**config.mk**
```make
export PLATFORM = sky130hd
export DESIGN_NAME = priority_task_table
export DESIGN_NICKNAME = d
export VERILOG_FILES = /design/src/hw/rtl/ptt_pkg.sv /design/src/hw/rtl/ptt_controller.sv /design/src/hw/rtl/ptt_datapath.sv /design/src/hw/rtl/priority_task_table.sv
export SDC_FILE = /design/constraint.sdc
export NUM_CORES = 2
export LEC_CHECK = 0
export BUFFER_PORTS_ARGS = -buffer_cell sky130_fd_sc_hd__buf_2
export CORE_MARGIN = 5
export CORE_UTILIZATION = 35
export DETAILED_ROUTE_END_ITERATION = 12
export PLACE_DENSITY = 0.58
export SYNTH_ARGS = -nofsm -noshare
export SYNTH_HDL_FRONTEND = slang
export SYNTH_SLANG_ARGS = --single-unit
```
**constraint.sdc**
```tcl
create_clock -name clock -period 13.15 [get_ports clock]
set_input_delay 3.945 -clock clock [delete_from_list [all_inputs] [get_ports clock]]
set_output_delay 3.945 -clock clock [all_outputs]
set_load 0.05 [all_outputs]
```
**src/hw/rtl/ptt_pkg.sv**
```systemverilog
// ============================================================================
// Priority task table package
// Field widths, command and status codes, default sizes and the command and
// status bundles shared by the controller, the datapath and the top level.
// ============================================================================
package ptt_pkg;

   // Default sizes of the table.
   localparam int TABLE_DEPTH_DEF   = 64;
   localparam int ID_BITS_DEF       = 16;
   localparam int PRIORITY_BITS_DEF = 32;

   // Fixed widths of the request and response fields.
   localparam int OP_W       = 2;
   localparam int USER_W     = 16;
   localparam int TASK_W     = 16;
   localparam int PRIO_W     = 32;
   localparam int OWNER_W    = 16;
   localparam int STATUS_W   = 2;
   localparam int REQ_DATA_W = USER_W + TASK_W + PRIO_W;
   localparam int RSP_DATA_W = OWNER_W;

   typedef logic [OP_W-1:0]     op_type;
   typedef logic [STATUS_W-1:0] status_type;

   // Command codes.
   localparam op_type OP_ADD    = 2'd0;
   localparam op_type OP_EDIT   = 2'd1;
   localparam op_type OP_REMOVE = 2'd2;
   localparam op_type OP_EXEC   = 2'd3;

   // Response status codes.
   localparam status_type ST_OK       = 2'd0;
   localparam status_type ST_FULL     = 2'd1;
   localparam status_type ST_EMPTY    = 2'd2;
   localparam status_type ST_NOTFOUND = 2'd3;

   // Controller to datapath commands.
   typedef struct packed {
      logic load;    // capture a new request and clear the scan results
      logic scan;    // read the slot under the scan pointer and advance it
      logic commit;  // apply the scan results and load the response register
   } ctrl_cmd_type;

   // Datapath to controller status.
   typedef struct packed {
      logic scan_last;  // the scan pointer sits on the last slot
      logic out_free;   // the response register can take a new response
   } ctrl_sts_type;

endpackage

```
**src/hw/rtl/ptt_controller.sv**
```systemverilog
// ============================================================================
// Priority task table controller
// Sequences one request through load, table scan, drain and commit.
// ============================================================================
module ptt_controller (
   input  logic                  clock,
   input  logic                  reset,
   input  logic                  req_tvalid,
   output logic                  req_tready,
   input  ptt_pkg::ctrl_sts_type ctrl_sts,
   output ptt_pkg::ctrl_cmd_type ctrl_cmd
);
   import ptt_pkg::*;

   localparam logic [1:0] S_IDLE   = 2'd0;
   localparam logic [1:0] S_SCAN   = 2'd1;
   localparam logic [1:0] S_DRAIN  = 2'd2;
   localparam logic [1:0] S_COMMIT = 2'd3;

   logic [1:0] state_ff;
   logic [1:0] state_in;

   assign req_tready = (state_ff == S_IDLE);

   always_comb begin
      state_in        = state_ff;
      ctrl_cmd.load   = 1'b0;
      ctrl_cmd.scan   = 1'b0;
      ctrl_cmd.commit = 1'b0;
      case (state_ff)
         S_IDLE: begin
            if (req_tvalid) begin
               ctrl_cmd.load = 1'b1;
               state_in      = S_SCAN;
            end
         end
         S_SCAN: begin
            ctrl_cmd.scan = 1'b1;
            if (ctrl_sts.scan_last) begin
               state_in = S_DRAIN;
            end
         end
         S_DRAIN: begin
            // The last slot read is being compared in this cycle.
            state_in = S_COMMIT;
         end
         S_COMMIT: begin
            if (ctrl_sts.out_free) begin
               ctrl_cmd.commit = 1'b1;
               state_in        = S_IDLE;
            end
         end
         default: begin
            state_in = S_IDLE;
         end
      endcase
   end

   always_ff @(posedge clock) begin
      if (reset) begin
         state_ff <= S_IDLE;
      end else begin
         state_ff <= state_in;
      end
   end

endmodule

```
**src/hw/rtl/ptt_datapath.sv**
```systemverilog
// ============================================================================
// Priority task table datapath
// Entry memory, valid bits, scan pointer, compare stage and response register.
// ============================================================================
module ptt_datapath #(
   parameter int TABLE_DEPTH   = ptt_pkg::TABLE_DEPTH_DEF,
   parameter int ID_BITS       = ptt_pkg::ID_BITS_DEF,
   parameter int PRIORITY_BITS = ptt_pkg::PRIORITY_BITS_DEF
) (
   input  logic                        clock,
   input  logic                        reset,
   input  ptt_pkg::ctrl_cmd_type       ctrl_cmd,
   output ptt_pkg::ctrl_sts_type       ctrl_sts,
   input  ptt_pkg::op_type             req_op,
   input  logic [ptt_pkg::USER_W-1:0]  req_user,
   input  logic [ptt_pkg::TASK_W-1:0]  req_task,
   input  logic [ptt_pkg::PRIO_W-1:0]  req_prio,
   output logic                        rsp_valid,
   input  logic                        rsp_ready,
   output logic [ptt_pkg::OWNER_W-1:0] rsp_owner,
   output ptt_pkg::status_type         rsp_status
);
   import ptt_pkg::*;

   localparam int IDX_W   = $clog2(TABLE_DEPTH);
   localparam int ENTRY_W = 2 * ID_BITS + PRIORITY_BITS;
   localparam logic [IDX_W-1:0] LAST_IDX = IDX_W'(TABLE_DEPTH - 1);

   // Entry word layout from the low bits up: task id, user id, priority.
   logic [ENTRY_W-1:0] mem_ff [TABLE_DEPTH];
   logic [TABLE_DEPTH-1:0] valid_ff;

   // Captured request.
   op_type                   cmd_op_ff;
   logic [ID_BITS-1:0]       cmd_user_ff;
   logic [ID_BITS-1:0]       cmd_task_ff;
   logic [PRIORITY_BITS-1:0] cmd_prio_ff;

   // Scan pointer and read stage.
   logic [IDX_W-1:0]   scan_idx_ff;
   logic               rd_en_ff;
   logic               rd_valid_ff;
   logic [IDX_W-1:0]   rd_idx_ff;
   logic [ENTRY_W-1:0] rd_word_ff;

   // Compare stage results.
   logic                     match_found_ff;
   logic [IDX_W-1:0]         match_idx_ff;
   logic [ID_BITS-1:0]       match_user_ff;
   logic                     free_found_ff;
   logic [IDX_W-1:0]         free_idx_ff;
   logic                     best_found_ff;
   logic [IDX_W-1:0]         best_idx_ff;
   logic [PRIORITY_BITS-1:0] best_prio_ff;
   logic [ID_BITS-1:0]       best_task_ff;
   logic [ID_BITS-1:0]       best_user_ff;

   // Response register.
   logic               rsp_valid_ff;
   logic [OWNER_W-1:0] rsp_owner_ff;
   status_type         rsp_status_ff;

   logic [ID_BITS-1:0]       rd_task;
   logic [ID_BITS-1:0]       rd_user;
   logic [PRIORITY_BITS-1:0] rd_prio;
   logic                     rd_better;

   logic               wr_en;
   logic [IDX_W-1:0]   wr_idx;
   logic [ENTRY_W-1:0] wr_word;
   logic               vld_set;
   logic               vld_clr;
   logic [IDX_W-1:0]   vld_idx;
   status_type         status_in;
   logic [OWNER_W-1:0] owner_in;

   assign rd_task = rd_word_ff[ID_BITS-1:0];
   assign rd_user = rd_word_ff[2*ID_BITS-1:ID_BITS];
   assign rd_prio = rd_word_ff[ENTRY_W-1:2*ID_BITS];

   assign rd_better = !best_found_ff || (rd_prio > best_prio_ff) ||
                      ((rd_prio == best_prio_ff) && (rd_task > best_task_ff));

   assign ctrl_sts.scan_last = (scan_idx_ff == LAST_IDX);
   assign ctrl_sts.out_free  = !rsp_valid_ff || rsp_ready;

   assign rsp_valid  = rsp_valid_ff;
   assign rsp_owner  = rsp_owner_ff;
   assign rsp_status = rsp_status_ff;

   // Request capture and scan pointer.
   always_ff @(posedge clock) begin
      if (ctrl_cmd.load) begin
         cmd_op_ff   <= req_op;
         cmd_user_ff <= ID_BITS'(req_user);
         cmd_task_ff <= ID_BITS'(req_task);
         cmd_prio_ff <= PRIORITY_BITS'(req_prio);
      end
   end

   always_ff @(posedge clock) begin
      if (reset) begin
         scan_idx_ff <= '0;
         rd_en_ff    <= 1'b0;
      end else begin
         rd_en_ff <= ctrl_cmd.scan;
         if (ctrl_cmd.load) begin
            scan_idx_ff <= '0;
         end else if (ctrl_cmd.scan && !ctrl_sts.scan_last) begin
            scan_idx_ff <= scan_idx_ff + IDX_W'(1);
         end
      end
   end

   // Memory: one registered read per cycle during the scan, one write at commit.
   always_ff @(posedge clock) begin
      if (ctrl_cmd.scan) begin
         rd_word_ff  <= mem_ff[scan_idx_ff];
         rd_valid_ff <= valid_ff[scan_idx_ff];
         rd_idx_ff   <= scan_idx_ff;
      end
      if (ctrl_cmd.commit && wr_en) begin
         mem_ff[wr_idx] <= wr_word;
      end
   end

   always_ff @(posedge clock) begin
      if (reset) begin
         valid_ff <= '0;
      end else if (ctrl_cmd.commit) begin
         if (vld_set) begin
            valid_ff[vld_idx] <= 1'b1;
         end else if (vld_clr) begin
            valid_ff[vld_idx] <= 1'b0;
         end
      end
   end

   // Compare stage: first matching id, first free slot, best live task.
   always_ff @(posedge clock) begin
      if (reset || ctrl_cmd.load) begin
         match_found_ff <= 1'b0;
         free_found_ff  <= 1'b0;
         best_found_ff  <= 1'b0;
      end else if (rd_en_ff) begin
         if (rd_valid_ff && (rd_task == cmd_task_ff) && !match_found_ff) begin
            match_found_ff <= 1'b1;
            match_idx_ff   <= rd_idx_ff;
            match_user_ff  <= rd_user;
         end
         if (!rd_valid_ff && !free_found_ff) begin
            free_found_ff <= 1'b1;
            free_idx_ff   <= rd_idx_ff;
         end
         if (rd_valid_ff && rd_better) begin
            best_found_ff <= 1'b1;
            best_idx_ff   <= rd_idx_ff;
            best_prio_ff  <= rd_prio;
            best_task_ff  <= rd_task;
            best_user_ff  <= rd_user;
         end
      end
   end

   // Commit decision.
   always_comb begin
      wr_en     = 1'b0;
      wr_idx    = match_idx_ff;
      wr_word   = {cmd_prio_ff, cmd_user_ff, cmd_task_ff};
      vld_set   = 1'b0;
      vld_clr   = 1'b0;
      vld_idx   = match_idx_ff;
      status_in = ST_OK;
      owner_in  = '0;
      case (cmd_op_ff)
         OP_ADD: begin
            if (match_found_ff) begin
               wr_en = 1'b1;
            end else if (free_found_ff) begin
               wr_en   = 1'b1;
               wr_idx  = free_idx_ff;
               vld_set = 1'b1;
               vld_idx = free_idx_ff;
            end else begin
               status_in = ST_FULL;
            end
         end
         OP_EDIT: begin
            if (match_found_ff) begin
               wr_en   = 1'b1;
               wr_word = {cmd_prio_ff, match_user_ff, cmd_task_ff};
            end else begin
               status_in = ST_NOTFOUND;
            end
         end
         OP_REMOVE: begin
            if (match_found_ff) begin
               vld_clr = 1'b1;
            end else begin
               status_in = ST_NOTFOUND;
            end
         end
         OP_EXEC: begin
            if (best_found_ff) begin
               vld_clr  = 1'b1;
               vld_idx  = best_idx_ff;
               owner_in = OWNER_W'(best_user_ff);
            end else begin
               status_in = ST_EMPTY;
            end
         end
         default: begin
            status_in = ST_OK;
         end
      endcase
   end

   // Response register.
   always_ff @(posedge clock) begin
      if (reset) begin
         rsp_valid_ff <= 1'b0;
      end else if (ctrl_cmd.commit) begin
         rsp_valid_ff <= 1'b1;
      end else if (rsp_ready) begin
         rsp_valid_ff <= 1'b0;
      end
   end

   always_ff @(posedge clock) begin
      if (ctrl_cmd.commit) begin
         rsp_owner_ff  <= owner_in;
         rsp_status_ff <= status_in;
      end
   end

endmodule

```
**src/hw/rtl/priority_task_table.sv**
```systemverilog
// ============================================================================
// Priority task table
// Indexed priority queue of live tasks with add, edit, remove and execute-top.
// ============================================================================
// A new request is taken only after the previous one has committed. Each request
// scans the entry memory one slot per cycle through its single registered read
// port; the last slot read is then compared, and the result is committed to the
// response register, which waits while the previous response is still not taken.
// Reset is synchronous and active high; it empties the table and the response
// register. Entry contents are not cleared; each slot is gated by its valid bit.
module priority_task_table #(
   parameter int TABLE_DEPTH   = ptt_pkg::TABLE_DEPTH_DEF,
   parameter int ID_BITS       = ptt_pkg::ID_BITS_DEF,
   parameter int PRIORITY_BITS = ptt_pkg::PRIORITY_BITS_DEF
) (
   input  logic                           clock,
   input  logic                           reset,
   // Request channel.
   input  logic                           req_tvalid,
   output logic                           req_tready,
   // tdata from bit 0 up: user_id[15:0], task_id[31:16], priority_req[63:32].
   input  logic [ptt_pkg::REQ_DATA_W-1:0] req_tdata,
   // tuser: op[1:0].
   input  ptt_pkg::op_type                req_tuser,
   // Response channel.
   output logic                           rsp_tvalid,
   input  logic                           rsp_tready,
   // tdata from bit 0 up: owner_out[15:0].
   output logic [ptt_pkg::RSP_DATA_W-1:0] rsp_tdata,
   // tuser: status[1:0].
   output ptt_pkg::status_type            rsp_tuser
);
   import ptt_pkg::*;

   ctrl_cmd_type ctrl_cmd;
   ctrl_sts_type ctrl_sts;

   logic [USER_W-1:0] req_user;
   logic [TASK_W-1:0] req_task;
   logic [PRIO_W-1:0] req_prio;

   // Unpack the request fields from tdata.
   assign req_user = req_tdata[USER_W-1:0];
   assign req_task = req_tdata[USER_W+TASK_W-1:USER_W];
   assign req_prio = req_tdata[REQ_DATA_W-1:USER_W+TASK_W];

   // The controller walks each request through load, scan, drain and commit.
   ptt_controller u_controller (
      .clock      (clock),
      .reset      (reset),
      .req_tvalid (req_tvalid),
      .req_tready (req_tready),
      .ctrl_sts   (ctrl_sts),
      .ctrl_cmd   (ctrl_cmd)
   );

   // The datapath holds the table, does the compares and owns the response
   // register, so a finished response can wait while the next request is taken.
   ptt_datapath #(
      .TABLE_DEPTH   (TABLE_DEPTH),
      .ID_BITS       (ID_BITS),
      .PRIORITY_BITS (PRIORITY_BITS)
   ) u_datapath (
      .clock      (clock),
      .reset      (reset),
      .ctrl_cmd   (ctrl_cmd),
      .ctrl_sts   (ctrl_sts),
      .req_op     (req_tuser),
      .req_user   (req_user),
      .req_task   (req_task),
      .req_prio   (req_prio),
      .rsp_valid  (rsp_tvalid),
      .rsp_ready  (rsp_tready),
      .rsp_owner  (rsp_tdata),
      .rsp_status (rsp_tuser)
   );

   // A commit never overwrites a response that has not been taken.
   a_commit_room: assert property (@(posedge clock) disable iff (reset)
      ctrl_cmd.commit |-> (!rsp_tvalid || rsp_tready))
      else $error("commit while the response register is still occupied");

   // A response appears only in the cycle after a commit.
   a_rsp_from_commit: assert property (@(posedge clock) disable iff (reset)
      $rose(rsp_tvalid) |-> $past(ctrl_cmd.commit))
      else $error("response raised without a commit");

   // Only one request is in work at a time.
   a_one_in_work: assert property (@(posedge clock) disable iff (reset)
      ctrl_cmd.load |=> !req_tready)
      else $error("request taken while another is in work");

   // Scan and commit never coincide with taking a request.
   a_cmd_exclusive: assert property (@(posedge clock) disable iff (reset)
      $onehot0({ctrl_cmd.load, ctrl_cmd.scan, ctrl_cmd.commit}))
      else $error("controller issued overlapping commands");

endmodule
```
Word-level counts from Yosys, hierarchy flattened
Memories as Yosys holds them, arrays and structs flattened. A register that Yosys moved wholly into a read port is not among the register bits.
Cells that the tools add are included.
Widths: inputs -> output; s select.
{"block": "op_classes", "eq_ne": 12, "n_mux": 39, "reduce_logical": 33, "n_addsub": 1, "n_lt_le_gt_ge": 5, "n_bitwise": 4}
{"op": "$mux 64", "count": 2}
{"op": "$and 64x64->64", "count": 1}
{"op": "$mux 32", "count": 2}
{"op": "$not 64->64", "count": 1}
{"op": "$or 64x64->64", "count": 1}
{"op": "$eq 32x32->1", "count": 1}
{"op": "$gt 32x32->1", "count": 1}
{"op": "$mux 6", "count": 4}
{"op": "$mux 1", "count": 18}
{"op": "$eq 16x16->1", "count": 1}
{"op": "$gt 16x16->1", "count": 1}
{"op": "$lt 6x7->1 const B", "count": 2}
{"op": "$mux 2", "count": 6}
{"op": "$pmux 6 s2", "count": 1}
{"op": "$reduce_and 3->1", "count": 4}
{"op": "$reduce_and 2->1", "count": 5}
{"op": "$eq 2x2->1 const B", "count": 4}
{"op": "$logic_and 1x1->1", "count": 8}
{"op": "$pmux 2 s4", "count": 1}
{"op": "$add 6x1->6 const B", "count": 1}
{"op": "$bmux 1 s6", "count": 1}
{"op": "$demux 1 s6", "count": 1}
{"op": "$eq 6x6->1 const B", "count": 1}
{"op": "$ge 6x1->1 const B", "count": 1}
{"op": "11 further kinds", "count": 25}
{"block": "word_totals", "mem_bits_rw": 4096, "regBits": 266, "mem_count": 1, "word_cells": 118, "inputBits": 70}
{"memory": "u_datapath.mem_ff", "depth": 64, "width": 64, "rd": 1, "rd_ports_with_merged_regs": 1, "wr": 1, "line": "ptt_datapath.sv:30", "source": "logic [ENTRY_W-1:0] mem_ff [TABLE_DEPTH];"}

Logic depth before layout (Yosys ltp)
{"block": "depth", "ltp_word": 11, "ltp_mapped": 12, "mapped_depth_nobuf": 8}

Cells and area by module
Synthesis repeated with hierarchy kept, for this count alone.
{"block": "hier_totals", "hier_cells": 7000, "hier_area_um2": 168811.9}
{"module": "ptt_datapath", "cells_each": 6980, "seq_area_each_um2": 132096.7, "n_inst": 1, "area_each_um2": 168638.0}
{"module": "ptt_controller", "cells_each": 20, "seq_area_each_um2": 40.0, "n_inst": 1, "area_each_um2": 173.9}

Worst setup path before layout
OpenSTA, ideal clock, no wires.
{"block": "synth_timing", "kind": "input-to-reg", "startpoint": "in req_tvalid", "endpoint": "reg u_datapath.best_idx_ff[0], enable pin", "setup_time_ns": 0.907, "n_path_buf": 0, "slack_ns": 4.587, "cell_stages": 6, "t_arrival_ns": 7.657, "cell_sequence": "and2_1 nor2_1 nand3_1 nor2_1 o21ai_0 nand3_1"}
{"block": "synth_via", "elab_chain_cells": 5}
{"element": "start: declaration", "line": "priority_task_table.sv:19", "source": "input logic req_tvalid,"}
{"element": "$mux 1", "line": "ptt_controller.sv:32", "source": "if (req_tvalid) begin"}
{"element": "$mux 1", "line": "ptt_controller.sv:30", "source": "case (state_ff)"}
{"element": "$logic_or 1x1->1", "line": "ptt_datapath.sv:141", "source": "if (reset || ctrl_cmd.load) begin"}
{"element": "$not 1->1 (no source line)"}
{"element": "$reduce_and 3->1 (no source line)"}
{"element": "end signal: assignment", "line": "ptt_datapath.sv:157", "source": "best_idx_ff <= rd_idx_ff;"}
{"element": "end: declaration", "line": "ptt_datapath.sv:53", "source": "logic [IDX_W-1:0] best_idx_ff;"}
Every way passes these cells.
A chain may end at the register's enable or synchronous reset.

Worst setup path after layout
{"block": "layout_timing", "startpoint": "in rsp_tready", "endpoint": "mem u_datapath.mem_ff[19][3] (netlist bit), enable pin"}
{"block": "layout_via", "elab_chain_cells": 6}
{"element": "start: declaration", "line": "priority_task_table.sv:27", "source": "input logic rsp_tready,"}
{"element": "$logic_or 1x1->1", "line": "ptt_datapath.sv:85", "source": "assign ctrl_sts.out_free = !rsp_valid_ff || rsp_ready;"}
{"element": "$mux 1", "line": "ptt_controller.sv:48", "source": "if (ctrl_sts.out_free) begin"}
{"element": "$mux 1", "line": "ptt_controller.sv:30"}
{"element": "$logic_and 1x1->1", "line": "ptt_datapath.sv:122", "source": "if (ctrl_cmd.commit && wr_en) begin"}
{"element": "$mux 1", "line": "ptt_datapath.sv:122"}
{"element": "$mux 1 (not written as such)", "line": "ptt_datapath.sv:123", "source": "mem_ff[wr_idx] <= wr_word;"}
{"element": "end: declaration", "line": "ptt_datapath.sv:30"}
Every way passes these cells.

==> impl_results.md <==
- Clk pwr share: 36.7%
- TNS Setup: 0 ns
- Starting density of the core: 35.11%
- Max Slew Vio Count: 0
- Num CTS Buffers: 444
- GR peak layer: met2
- Syn. warnings: 0
- GR Util met1: 27.07%
- Pwr dens: 178.0 nW/um^2
- Vias in the first global route: 80690
- Syn avg cell area: 23.28 um^2
- CTS tree: yes
- Maximum clock frequency: 131.9 MHz
- IO Pins: 90
- Hold buffer count at CTS: 0
- Worst clock skew: 0.08227 ns
- Arr. time, crit path: 8.18 ns
- Via count: 81470
- # port buffers: 89
- Ratio of final minimum period to clock period: 57.67%
- Worst-margin pin slew: 1.395 ns
- Met3 usage: 4.115%
- Sw Share: 25.69%
- Cells after synthesis: 7275
- Flops & latches, synth: 4426
- Post CTS Setup Buffer Count: 0
- R2r worst-path depth: 7
- Maxcap violations: 0
- Total grt overflow: 0
- Setup crit start: rsp_tready
- Cts repair resizes: 0
- Placed Instance Area: 178900 um^2
- Nets: 7834
- First-pass GRT wire length: 678200 um
- CP endpoint kind: flip-flop
- FF-to-FF End: u_datapath.mem_ff[19][3]
- Final wirelength: 495000 um
- Ys async rst share: 0%
- Comb pwr share: 14.7%
- Final min period: 7.584 ns
- Crit Path Class: input pin to flip-flop
- Kind of start point of the critical path: input pin
- Residual DRC count: 0
- Syn-to-layout area delta: 14.16%
- Rows: 255
- Core area: 482400 um^2
- Gpl congestion: 0.8450
- Layout cells sized above 1: 28.28%
- Die W: 705.7 um
- Clock-pin slew on the worst setup and hold paths: 0.06 ns
- DP Wirelength: 297400 um
- Peak VDD IR: 0.1519 mV
- Met2 Track Usage GR: 30.96%
- Final critical-path setup slack: 5.566 ns
- DR vias/cell: 5.616
- Ys flop type: edfxtp_1
- Antenna violations before repair: 50
- Worst Setup EP: u_datapath.mem_ff[19][3]
- Static Leakage: 58.03 nW
- Sequential area share after synthesis: 78.01%
- Status: completed
- Sequential power share: 48.6%
- Routed length per placed instance: 34.12 um
- Largest net degree at the start of global routing: 110
- Total Routing Usage GR: 19.42%
- Antenna Nets Post-Route: 0
- Iteration-0 DRC Markers: 11520
- H-tree depth: 5
- Hold_ws: 0.4469 ns
- Crit path max fanout: 44
- Final hold viol count: 0
- CTS sink cnt: 4426
- Root buffer cell: clkbuf_16
- Final instance area: 193400 um^2
- Worst EP required: 13.75 ns
- Internal: 25.58 mW
- Slew headroom: 4.356%
- First-pass DRT Iterations: 5
- Clk_lat worst skew: 1.00 ns
- Pre-CTS setup slack: 4.704 ns
- Sw power: 8.842 mW
- RSZ-0062 raised after global routing: false
- Hold Crit Class: flip-flop to flip-flop
- EDFF count, synth: 4349
- Synthesized cell area: 169400 um^2
- Syn_nets: 7402
- R2r setup slk: 6.79 ns
- Area of the die: 498000 um^2
- Worst-case clock buffer depth: 4
- # fillers: 41990
- FF-to-FF Start: u_datapath.cmd_op_ff[0]
- Synth cell types: 62
- Final setup violation count: 0
- Total Power: 34.43 mW
- Die Ht: 705.7 um
-- layer usage --
| metal | up-vias | routed length (um) |
|---|---|---|
| met4 | 14 | 15380 |
| met5 | - | 94 |
| met3 | 628 | 45530 |
| li1 | 31950 | - |
| met2 | 4151 | 235000 |
| met1 | 44730 | 199000 |
-- worst max-delay path: stages --
cell	delay, ns
buf_2	0.08
nor2b_1	0.13
nand2b_1	0.28
nor3_1	0.79
nor2b_1	0.48
nand2_1	0.28
buf_4	0.34
nor2_4	0.80
buf_4	0.85
-- cells in the final DEF (no fill, tap or decap), drive strengths merged, types with 57 or more instances in the layout --
cell	instances
a21oi	66
a22oi	59
buf	358
clkbuf	534
clkinv	206
dfxtp	77
edfxtp	4349
ha	57
inv	74
mux2i	262
mux4	1157
nand2	118
nand2b	84
nor2	119
o21ai	106
-- stage by stage --
step | util, % | std cells
2_1_floorplan | - | 7275
3_3_place_gp | 37.09 | 13690
3_5_place_dp | 37.09 | 13690
4_1_cts | 40.08 | 14500
5_1_grt | 40.08 | 14500
6_report | 40.08 | 14510
-- final cells by class --
class | count | area (um^2) | share of cell area (%)
Sequential cell | 4426 | 132200 | 68.35
Clock inverter | 282 | 2908 | 1.504
Tap cell | 6425 | 8039 | 4.157
Timing Repair Buffer | 358 | 2665 | 1.378
Clock buffer | 534 | 11510 | 5.954
Antenna cell | 6 | 15.01 | 0.007765
Multi-Input combinational cell | 2415 | 35830 | 18.53
Inverter | 62 | 245.2 | 0.1268
-- worst min path at each step --
| stage | startpoint | to | slack [ns] | cells past startpoint |
|---|---|---|---|---|
| final | u_datapath.rd_word_ff[16] | u_datapath.match_user_ff[0] | 0.45 | 0 |
| after global placement | u_datapath.rd_word_ff[18] | u_datapath.best_user_ff[2] | 0.43 | 0 |
| after floorplan | u_datapath.scan_idx_ff[3] | u_datapath.rd_idx_ff[3] | 0.41 | 0 |
| after CTS | u_datapath.rd_word_ff[17] | u_datapath.best_user_ff[1] | 0.45 | 0 |
| after detailed placement | u_datapath.rd_word_ff[17] | u_datapath.best_user_ff[1] | 0.43 | 0 |
| after global routing | u_datapath.rd_word_ff[17] | u_datapath.match_user_ff[1] | 0.45 | 0 |
-- cell families after synthesis --
group           Yosys count  share of synthesized area, %
simple gates            463                         1.412
xor+xnor                 21                        0.1086
flops                  4426                         78.01
compound gates          410                         1.635
buf+inv                 434                         1.177
mux                    1464                         17.24
fa+ha+maj                57                        0.4210
-- registers in the layout, indices dropped and copies added (netlist names), 2 cells and up, named ones only --
signal / flops
u_datapath.cmd_user_ff: 16
u_datapath.best_idx_ff: 6
u_datapath.free_idx_ff: 6
u_datapath.match_user_ff: 16
u_datapath.rd_word_ff: 64
u_datapath.rsp_status: 2
u_datapath.scan_idx_ff: 6
u_datapath.rd_idx_ff: 6
u_datapath.best_prio_ff: 32
u_datapath.cmd_prio_ff: 32
u_datapath.cmd_op_ff: 2
u_datapath.rsp_owner: 16
u_datapath.mem_ff: 4096
u_datapath.cmd_task_ff: 16
u_controller.state_ff: 2
u_datapath.match_idx_ff: 6
u_datapath.best_user_ff: 16
u_datapath.best_task_ff: 16
-- power by group through the flow --
stage / clock, mW / combinational [mW] / sequential [mW]
floorplan: 0 / 2.82 / 17.2
global placement: 0 / 5.05 / 17.0
detailed placement: 0 / 5.14 / 17.0
CTS: 12.8 / 5.15 / 16.7
global route: 13.4 / 5.35 / 16.7
finish: 12.6 / 5.07 / 16.7
-- cells in the mapped netlist, types with 7 or more instances --
cell type | count | area, um^2
nor2b_1 | 26 | 162.7
a21oi_1 | 66 | 330.3
clkbuf_1 | 157 | 589.3
nor2_1 | 119 | 446.7
a21boi_0 | 7 | 52.55
buf_4 | 39 | 292.8
a21o_1 | 7 | 52.55
o21ai_0 | 106 | 530.5
a211oi_1 | 11 | 82.58
nor3_1 | 26 | 130.1
mux4_2 | 1157 | 26060
xnor2_1 | 11 | 96.34
and3_1 | 16 | 100.1
buf_1 | 31 | 116.4
xor2_1 | 10 | 87.58
buf_2 | 139 | 695.7
mux2_2 | 43 | 484.2
dfxtp_1 | 77 | 1541
nand3_1 | 21 | 105.1
nand3b_1 | 11 | 82.58
a22oi_1 | 59 | 442.9
mux2i_1 | 262 | 2623
edfxtp_1 | 4349 | 130600
a221o_1 | 16 | 160.2
o31ai_1 | 7 | 52.55
nand4_1 | 16 | 100.1
o22ai_1 | 43 | 269.0
o221ai_1 | 39 | 341.6
nand2_1 | 118 | 442.9
inv_1 | 61 | 229.0
a221oi_1 | 20 | 175.2
ha_1 | 57 | 713.2
nand2b_1 | 84 | 525.5
Note: power is estimated with default switching activity, not from simulation.
